## config.mk

```make
export PLATFORM = sky130hd
export DESIGN_NAME = aging_priority_queue
export DESIGN_NICKNAME = d
export VERILOG_FILES = /design/src/rtl/apq_pkg.sv /design/src/rtl/apq_cell.sv /design/src/rtl/aging_priority_queue.sv
export VERILOG_INCLUDE_DIRS = /design/src /design/src/rtl
export SDC_FILE = /design/constraint.sdc
export NUM_CORES = 1
export LEC_CHECK = 0
export BUFFER_PORTS_ARGS = -buffer_cell sky130_fd_sc_hd__buf_2
export CORE_MARGIN = 1
export CORE_UTILIZATION = 30
export CTS_CLUSTER_SIZE = 14
export DETAILED_ROUTE_END_ITERATION = 8
export GPL_ROUTABILITY_DRIVEN = 0
export SETUP_SLACK_MARGIN = 0.1
export SYNTH_ARGS = -nofsm -noshare
export SYNTH_HDL_FRONTEND = slang
export SYNTH_SLANG_ARGS = --single-unit
```

## constraint.sdc

```tcl
create_clock -name aclk -period 5.5 [get_ports aclk]
set_input_delay 1.1 -clock aclk [delete_from_list [all_inputs] [get_ports aclk]]
set_output_delay 1.1 -clock aclk [all_outputs]
set_load 0.1 [all_outputs]
```

## src/rtl/aging_priority_queue_defines.svh

```systemverilog
// assertion macros used by the aging priority queue top level
`ifndef AGING_PRIORITY_QUEUE_DEFINES_SVH
`define AGING_PRIORITY_QUEUE_DEFINES_SVH

// same-cycle implication
`define APQ_ASSERT_NOW(label, clk, rstn, ante, cons) \
    label: assert property (@(posedge clk) disable iff (!(rstn)) (ante) |-> (cons)) \
        else $error("aging priority queue check failed");

// next-cycle implication
`define APQ_ASSERT_NEXT(label, clk, rstn, ante, cons) \
    label: assert property (@(posedge clk) disable iff (!(rstn)) (ante) |=> (cons)) \
        else $error("aging priority queue check failed");

`endif

```

## src/rtl/apq_pkg.sv

```systemverilog
// shared constants, codes and types of the aging priority queue
package apq_pkg;

    localparam int DEPTH      = 16;
    localparam int ID_BITS    = 16;
    localparam int PRIO_BITS  = 8;
    localparam int COUNT_BITS = $clog2(DEPTH + 1);

    localparam logic OP_INSERT   = 1'b0;
    localparam logic OP_RETRIEVE = 1'b1;

    localparam logic [2:0] ST_INSERTED  = 3'd0;
    localparam logic [2:0] ST_RETRIEVED = 3'd1;
    localparam logic [2:0] ST_FULL      = 3'd2;
    localparam logic [2:0] ST_EMPTY     = 3'd3;
    localparam logic [2:0] ST_BADPRIO   = 3'd4;

    typedef struct packed {
        logic                 valid;
        logic [ID_BITS-1:0]   id;
        logic [PRIO_BITS-1:0] prio;
    } entry_t;

    typedef struct packed {
        logic                 insert;
        logic                 retrieve;
        logic [ID_BITS-1:0]   new_id;
        logic [PRIO_BITS-1:0] new_prio;
    } cell_ctrl_t;

endpackage

```

## src/rtl/apq_cell.sv

```systemverilog
// one queue cell: holds an entry, shifts back on insert, forward with aging on retrieve
module apq_cell (
    input  logic               aclk,
    input  logic               aresetn,
    input  apq_pkg::cell_ctrl_t ctrl,
    input  apq_pkg::entry_t    prev_entry,
    input  logic               prev_keep,
    input  apq_pkg::entry_t    next_entry,
    output apq_pkg::entry_t    entry,
    output logic               keep
);
    import apq_pkg::*;

    entry_t entry_reg;
    entry_t entry_next;

    assign keep  = entry_reg.valid && (entry_reg.prio <= ctrl.new_prio);
    assign entry = entry_reg;

    always_comb begin
        entry_next = entry_reg;
        if (ctrl.insert) begin
            if (!keep) begin
                if (prev_keep) begin
                    entry_next.valid = 1'b1;
                    entry_next.id    = ctrl.new_id;
                    entry_next.prio  = ctrl.new_prio;
                end else begin
                    entry_next = prev_entry;
                end
            end
        end else if (ctrl.retrieve) begin
            entry_next = next_entry;
            // aging, floor at 1
            if (next_entry.prio > PRIO_BITS'(1)) begin
                entry_next.prio = next_entry.prio - PRIO_BITS'(1);
            end
        end
    end

    always_ff @(posedge aclk) begin
        if (!aresetn) begin
            entry_reg.valid <= 1'b0;
        end else begin
            entry_reg <= entry_next;
        end
    end

endmodule

```

## src/rtl/aging_priority_queue.sv

```systemverilog
// top level of the aging priority queue: request decode, cell chain, result register
//
// channel  direction  handshake              payload
// s_       in         s_tvalid / s_tready    s_tuser operation, s_tdata id and priority
// m_       out        m_tvalid / m_tready    m_tdata served id, status, fill count
// cfg_     in         cfg_valid / cfg_ready  cfg_data priority ceiling
//
// one request per cycle while s_tready is high; every cell updates in the cycle a valid insert or retrieve is accepted
// the result is captured in the output register at the end of the cycle the request is accepted
// s_tready is low only while a result waits and m_tready is low
// synchronous active-low reset empties the queue and sets the priority ceiling to 255
`include "aging_priority_queue_defines.svh"

module aging_priority_queue (
    input  logic        aclk,
    input  logic        aresetn,
    input  logic        s_tvalid,
    output logic        s_tready,
    input  logic [23:0] s_tdata,   // [15:0] entry_id, [23:16] entry_priority
    input  logic [0:0]  s_tuser,   // [0] operation
    output logic        m_tvalid,
    input  logic        m_tready,
    output logic [23:0] m_tdata,   // [15:0] served_id, [18:16] status, [23:19] fill_count
    input  logic        cfg_valid,
    output logic        cfg_ready,
    input  logic [7:0]  cfg_data
);
    import apq_pkg::*;

    logic                  accept;
    logic                  op;
    logic [ID_BITS-1:0]    in_id;
    logic [PRIO_BITS-1:0]  in_prio;
    logic                  bad_prio;
    logic                  is_full;
    logic                  is_empty;
    logic                  empty_retrieve;
    logic [2:0]            status;
    logic                  do_insert;
    logic                  do_retrieve;
    cell_ctrl_t            ctrl;

    logic [7:0]            prio_ceiling_reg;
    logic [COUNT_BITS-1:0] count_reg;
    logic [COUNT_BITS-1:0] count_next;
    logic                  out_valid_reg;
    logic [ID_BITS-1:0]    out_id_reg;
    logic [2:0]            out_status_reg;
    logic [COUNT_BITS-1:0] out_count_reg;

    entry_t                cell_q [DEPTH];
    logic                  cell_keep [DEPTH];
    logic [DEPTH-1:0]      valid_vec;

    assign s_tready  = !out_valid_reg || m_tready;
    assign accept    = s_tvalid && s_tready;
    assign cfg_ready = 1'b1;

    assign op      = s_tuser[0];
    assign in_id   = s_tdata[ID_BITS-1:0];
    assign in_prio = s_tdata[ID_BITS +: PRIO_BITS];

    assign bad_prio = (in_prio == '0) || (in_prio > prio_ceiling_reg);
    assign is_full  = (count_reg == COUNT_BITS'(DEPTH));
    assign is_empty = (count_reg == '0);

    assign empty_retrieve = accept && (op == OP_RETRIEVE) && is_empty;

    always_comb begin
        if (op == OP_INSERT) begin
            status = bad_prio ? ST_BADPRIO : (is_full ? ST_FULL : ST_INSERTED);
        end else begin
            status = is_empty ? ST_EMPTY : ST_RETRIEVED;
        end
    end

    assign do_insert   = accept && (op == OP_INSERT) && (status == ST_INSERTED);
    assign do_retrieve = accept && (op == OP_RETRIEVE) && (status == ST_RETRIEVED);

    assign ctrl.insert   = do_insert;
    assign ctrl.retrieve = do_retrieve;
    assign ctrl.new_id   = in_id;
    assign ctrl.new_prio = in_prio;

    always_comb begin
        count_next = count_reg;
        if (do_insert) begin
            count_next = count_reg + COUNT_BITS'(1);
        end else if (do_retrieve) begin
            count_next = count_reg - COUNT_BITS'(1);
        end
    end

    localparam entry_t EMPTY_ENTRY = '0;

    for (genvar i = 0; i < DEPTH; i++) begin : g_cell
        entry_t prev_e;
        entry_t next_e;
        logic   prev_k;

        if (i == 0) begin : g_first
            assign prev_e = EMPTY_ENTRY;
            assign prev_k = 1'b1;
        end else begin : g_mid
            assign prev_e = cell_q[i-1];
            assign prev_k = cell_keep[i-1];
        end

        if (i == DEPTH - 1) begin : g_last
            assign next_e = EMPTY_ENTRY;
        end else begin : g_inner
            assign next_e = cell_q[i+1];
        end

        apq_cell u_cell (
            .aclk       (aclk),
            .aresetn    (aresetn),
            .ctrl       (ctrl),
            .prev_entry (prev_e),
            .prev_keep  (prev_k),
            .next_entry (next_e),
            .entry      (cell_q[i]),
            .keep       (cell_keep[i])
        );

        assign valid_vec[i] = cell_q[i].valid;
    end

    always_ff @(posedge aclk) begin
        if (!aresetn) begin
            prio_ceiling_reg <= 8'd255;
            count_reg        <= '0;
            out_valid_reg    <= 1'b0;
        end else begin
            if (cfg_valid && cfg_ready) begin
                prio_ceiling_reg <= cfg_data;
            end
            count_reg <= count_next;
            if (accept) begin
                out_valid_reg <= 1'b1;
            end else if (m_tready) begin
                out_valid_reg <= 1'b0;
            end
        end
    end

    always_ff @(posedge aclk) begin
        if (accept) begin
            out_id_reg     <= do_retrieve ? cell_q[0].id : '0;
            out_status_reg <= status;
            out_count_reg  <= count_next;
        end
    end

    assign m_tvalid = out_valid_reg;
    assign m_tdata  = {out_count_reg, out_status_reg, out_id_reg};

    // occupied cells form an unbroken run from the front
    `APQ_ASSERT_NOW(a_valid_packed, aclk, aresetn, 1'b1, ((valid_vec >> 1) & ~valid_vec) == '0)
    // fill counter agrees with the occupied cells
    `APQ_ASSERT_NOW(a_count_match, aclk, aresetn, 1'b1, $countones(valid_vec) == 32'(count_reg))
    // a retrieve from an empty queue reports empty
    `APQ_ASSERT_NEXT(a_empty_reject, aclk, aresetn, empty_retrieve, out_status_reg == ST_EMPTY)
    // front entry never has a larger priority than the one behind it
    `APQ_ASSERT_NOW(a_front_sorted, aclk, aresetn, cell_q[1].valid, cell_q[0].prio <= cell_q[1].prio)

endmodule

```

Yosys cells after proc, flatten, opt, wreduce, memory -nomap -nowiden
Cells that the tools add are included.

cells by class
  reductions and logical operators = 61
  $add $sub $neg = 17
  mux-type cells = 86
  order comparisons = 32
  bitwise operators = 1
  equal/unequal tests = 18

operator list
  operator                                                       number
  two-way mux 25 bit                                             63
  <= comparator 8 bit                                            16
  greater-than comparator 8 x 1 -> 1 bit, second input constant  15
  two-way mux 8 bit                                              15
  subtractor 8 x 1 -> 8 bit, second input constant               15
  AND reduction 3 bit                                            16
  inequality test 2 bit, second input constant                   16
  AND reduction 2 bit                                            16
  logical AND 1 bit                                              21
  two-way mux 5 bit                                              2
  greater-than comparator 8 bit                                  1
  logical NOT 8 bit                                              1
  two-way mux 3 bit                                              2
  adder 5 x 1 -> 5 bit, second input constant                    1
  equality test 5 bit, second input constant                     1
  logical NOT 5 bit                                              1
  subtractor 5 x 1 -> 5 bit, second input constant               1
  two-way mux 2 bit                                              2
  nonzero test 2 bit                                             2
  equality test 3 x 1 -> 1 bit, second input constant            1
  logical NOT 3 bit                                              1
  logical OR 1 bit                                               2
  two-way mux 1 bit                                              2
  logical NOT 1 bit                                              1
  NOT 1 bit                                                      1

word-level totals
  input bits = 38
  flip-flop bits (word level) = 438
  logic and storage cells = 269
  output and inout port bits = 27

Longest topological paths before layout
  depth in word-level cells = 8
  mapped depth = 14
  depth with buffers taken out = 8

Cells and area by module
From an unflattened synthesis, not the netlist that was laid out.

second synthesis, totals
  cell total of the unflattened synthesis = 2810
  area, all modules = 29180.5 um^2

by module, submodules not included
  module                           area each (um^2)  cells each  instances  seq. area each (um^2)
  apq_cell (g_cell[0].u_cell ...)  1711.6            166         15         740.7
  aging_priority_queue             1793.0            154         1          1001.0
  apq_cell (g_cell[3].u_cell)      1712.9            166         1          740.7

Worst setup path after synthesis
Ideal clock, no wire load.

  kind = input port to flip-flop
  from = in m_tready
  to = reg g_cell[15].u_cell.entry_reg (netlist bit g_cell[15].u_cell.entry[0]) (enable)
  arrival time = 5.168 ns
  stages = 10
  data required time = 5.087 ns
  library setup time = 0.413 ns
  path buffers = 4
  slack = -0.081 ns
  cells stage by stage = nand2b_1 > and2_1 > nand4bb_2 > or3_1 > buf_4 > buf_6 > buf_6 > buf_6 > a21o_1 > a21oi_1

on the way
  cells in the longest elaborated chain, start to end = 6
  elaborated cells between the ends (all ways) = 9
  classes of those cells = eq/ne (1); reduce/logical (8)

RTL lines
  what                                                                                 RTL line                                                text
  start: declaration                                                                   aging_priority_queue.sv:22                              input logic m_tready,
  logical OR 1 bit *                                                                   aging_priority_queue.sv:55                              assign s_tready = !out_valid_reg || m_tready;
  logical AND 1 bit *                                                                  aging_priority_queue.sv:56                              assign accept = s_tvalid && s_tready;
  net accept                                                                           aging_priority_queue.sv:30                              logic accept;
  logical AND 1 bit (on tied branches) (2 in series)                                   aging_priority_queue.sv:77, aging_priority_queue.sv:78
  inequality test 2 bit (no source line) / nonzero test 2 bit (equally long branches)  --
  AND reduction 3 bit (no source line) *                                               --
  end signal: assignment                                                               apq_cell.sv:45                                          entry_reg <= entry_next;
  end: declaration                                                                     apq_cell.sv:14                                          entry_t entry_reg;

Mark *: on every way through the listed nets, which the timed path passes. The rest lies on a longest branch.
A chain may end at the register's enable or synchronous reset.

Worst setup path after layout
  from = in s_tdata[17]
  to = reg g_cell[15].u_cell.entry_reg (netlist bit g_cell[15].u_cell.entry[13]) (enable)

on the way
  cells in the longest elaborated chain, start to end = 8
  elaborated cells between the ends (all ways) = 14
  classes of those cells = order compare (2); eq/ne (2); mux (2); reduce/logical (8)

RTL lines
  what                                                                                 RTL line                                                text
  start: declaration                                                                   aging_priority_queue.sv:19                              input logic [23:0] s_tdata,
  greater-than comparator 8 bit / logical NOT 8 bit (equally long branches)            aging_priority_queue.sv:63                              assign bad_prio = (in_prio == '0) || (in_prio > prio_ceiling_reg);
  logical OR 1 bit                                                                     aging_priority_queue.sv:63
  two-way mux 3 bit                                                                    aging_priority_queue.sv:71                              status = bad_prio ? ST_BADPRIO : (is_full ? ST_FULL : ST_INSERTED);
  two-way mux 3 bit                                                                    aging_priority_queue.sv:70                              if (op == OP_INSERT) begin
  logical NOT 3 bit / equality test 3 x 1 -> 1 bit (equally long branches)             aging_priority_queue.sv:77, aging_priority_queue.sv:78
  logical AND 1 bit (on tied branches)                                                 aging_priority_queue.sv:77, aging_priority_queue.sv:78
  inequality test 2 bit (no source line) / nonzero test 2 bit (equally long branches)  --
  AND reduction 3 bit (no source line) *                                               --

Every way passes the cells marked *; elsewhere a longest branch is shown, timed or not.

==> impl_results.md <==
- Avg Cell Area, Syn: 10.29 µm²
- Worst slew pin tran: 1.052 ns
- Nets: 2853
- Area grow syn2layout: 12.16%
- RSZ-0062 raised after global routing: false
- Tot GR Track Use: 0.1670
- VDD IR max: 0.2038 mV
- Via density: 5.269
- WL/cell: 19.92 µm
- Syn_nets: 2847
- Post-synthesis register bit count: 438
- Ys Warns: 0
- CP Capture Type: flop
- Initial antenna violation count: 2
- EDFF count, synth: 408
- Maxcap violations: 0
- Routed wire length: 76930 µm
- Sequential share of the synthesized area: 0.4729
- Critical path fanouts, max: 36
- Cells after synthesis: 2641
- Skew-Pair Late Insertion Delay: 0.62 ns
- Hold Slack: 0.4908 ns
- Achievable frequency: 256.9 MHz
- Die height: 303.0 µm
- CTS Buffer Depth: 3
- Largest net degree at the start of global routing: 187
- Tot Pwr: 9.207 mW
- Top FF cell, synth: edfxtp_1
- CORE AREA: 0.08987 mm²
- Worst slew margin: 0.2965
- Pleak: 11.92 nW
- Post-DRT Antenna Nets: 0
- DRT Pass-1 Iters: 5
- Die Width: 303.0 µm
- DPL Wire Length: 51860 µm
- HP Class: reg -> reg
- Clk pin slew, worst setup/hold paths: 0.06 ns
- Vias in the first global route: 20180
- CP Launch Type: input port
- Post_cts resized: 0
- Fin. Hold Viols: 0
- Final TNS setup: 0 ns
- Critical path class: in -> reg
- Status: finished clean
- Num CTS Buffers: 46
- H-tree levels: 2
- Via Count: 20350
- Crit path required time: 5.78 ns
- Worst Skew: 0.03253 ns
- Clk sink count: 438
- Synth unique cells: 50
- Iter 0 DRT Violations: 1582
- Largest register FFs: 400
- First-pass GRT wire length: 119700 µm
- Slew Viols, Final: 0
- DIE AREA: 0.09181 mm²
- GRT overflow: 0
- Drt drc: 0
- Root Buffer: clkbuf_16
- Row cnt: 110
- Starting Density: 0.3024
- I/O Buffers: 63
- Hold buffer count at CTS: 0
- Tcrit/Tclk final: 0.7078
- CP Data Arrival Time: 4.18 ns
- IO Count: 65
- Mapped Area: 0.02718 mm²
- CTS tree: done
- Final setup viols: 0
- Post-CTS Setup Inserts: 0
- Ys async rst share: 0
- PwrDens: 302.0 mW/mm²
- Layout cell share with drive strength beyond 1: 0.08718
- Final min period: 3.893 ns
-- worst paths after layout --
path,start,endpoint,slack [ns],depth (start not counted)
worst min-delay path,g_cell[14].u_cell.entry[24],g_cell[13].u_cell.entry[24],0.49,2
worst max register to register,prio_ceiling_reg[7],g_cell[15].u_cell.entry[13],2.08,9
worst min register to register,g_cell[14].u_cell.entry[24],g_cell[13].u_cell.entry[24],0.49,2
worst max-delay path,s_tdata[17],g_cell[15].u_cell.entry[13],1.61,9
-- worst max-delay path, cell delays in order --
cell and delay [ns]:
buf_2 0.33, ha_1 0.31, nor2b_1 0.13, o211ai_1 0.17, a211oi_1 0.21, or3_4 0.62, a21o_1 0.24, a21oi_2 0.55
buf_4 0.45
-- power breakdown --
part / leakage, nW / internal [mW] / switching [mW]
sequential: 4.02 / 3.95 / 0.199
combinational: 7.14 / 0.635 / 1.13
clock: 0.765 / 1.87 / 1.43
-- placed cells by master (no fill, tap or decap), types with 7 or more instances in the layout --
cell type,count
edfxtp_1,408
nand2_1,397
mux2i_1,370
o21ai_0,320
ha_1,168
nor2_1,131
a21oi_1,92
xnor2_1,70
inv_1,66
buf_2,63
buf_4,62
clkbuf_16,48
nand3_1,43
o211ai_1,31
and2_1,30
nor3_1,30
o21ai_1,30
dfxtp_1,30
xor2_1,29
nand4_1,28
nor4_1,21
or3_1,19
a211oi_1,18
o21a_1,16
nor2b_1,15
or4_1,14
clkinv_2,11
a21o_1,10
clkinv_1,9
nand2b_1,8
nor4b_1,8
buf_12,8
a311oi_2,7
clkbuf_1,7
-- synthesized netlist by cell type, types with 6 or more instances --
master / n / share of area
nand2_1: 397 / 0.055
o311a_1: 8 / 0.0029
o21ai_1: 30 / 0.0055
and3_1: 6 / 0.0014
buf_1: 11 / 0.0015
o21ai_0: 321 / 0.059
xnor2_1: 70 / 0.023
o21a_1: 16 / 0.0044
nor4_1: 21 / 0.0048
nand2b_1: 8 / 0.0018
a21o_1: 10 / 0.0028
nor4b_1: 8 / 0.0026
or3_1: 20 / 0.0046
dfxtp_1: 30 / 0.022
nand3_1: 43 / 0.0079
nand4_1: 28 / 0.0064
inv_1: 66 / 0.0091
mux2i_1: 370 / 0.14
nor2_1: 133 / 0.018
or4_1: 14 / 0.0039
edfxtp_1: 408 / 0.45
o211ai_1: 31 / 0.0086
and2_1: 30 / 0.0069
xor2_1: 29 / 0.0093
clkbuf_1: 107 / 0.015
ha_1: 168 / 0.077
nor2b_1: 15 / 0.0035
a311oi_2: 7 / 0.0039
and4_1: 6 / 0.0019
buf_2: 49 / 0.0090
a21oi_1: 95 / 0.017
a211oi_1: 18 / 0.0050
nor3_1: 30 / 0.0055
-- metal layers --
metal	GRT usage	routed length, µm	up-vias
li1	-	-	9663
met1	0.2277	35270	10070
met2	0.2776	35900	508
met3	0.02299	4244	101
met4	0.04164	1517	0
met5	0	0	-
-- per-stage QoR --
step / instance area (µm²) / worst slack, ns / std cells / utilization
2_1_floorplan: 27190 / 0.1389 / 2641 / -
5_1_grt: 30480 / 1.386 / 3860 / 0.3392
3_5_place_dp: 28920 / 0.9896 / 3775 / 0.3218
4_1_cts: 30480 / 1.626 / 3860 / 0.3392
3_3_place_gp: 28920 / 1.035 / 3775 / 0.3218
6_report: 30490 / 1.607 / 3861 / 0.3392
-- cell families (layout without fill, tap and decap cells) --
group	after synthesis	after routing	synth area share
AOI/OAI and AO/OA	555	555	0.1158
xor gates and xnor gates	99	99	0.03190
adders and majority gates	168	168	0.07734
buffers and inverters	241	284	0.03706
DFF	438	438	0.4729
muxes	370	370	0.1363
other	1	2	0.0001380
and+or+nand+nor	769	769	0.1286
-- final cells by class --
class,instances,area (µm²)
Sequential cell,438,12850
Antenna cell,1,2.502
Timing Repair Buffer,133,940.9
Tap cell,1176,1471
Clock buffer,57,1255
Multi-Input combinational cell,1962,13410
Inverter,66,247.7
Fill cell,9156,59390
Clock inverter,28,306.5
Power figures use the tool's default switching activity.
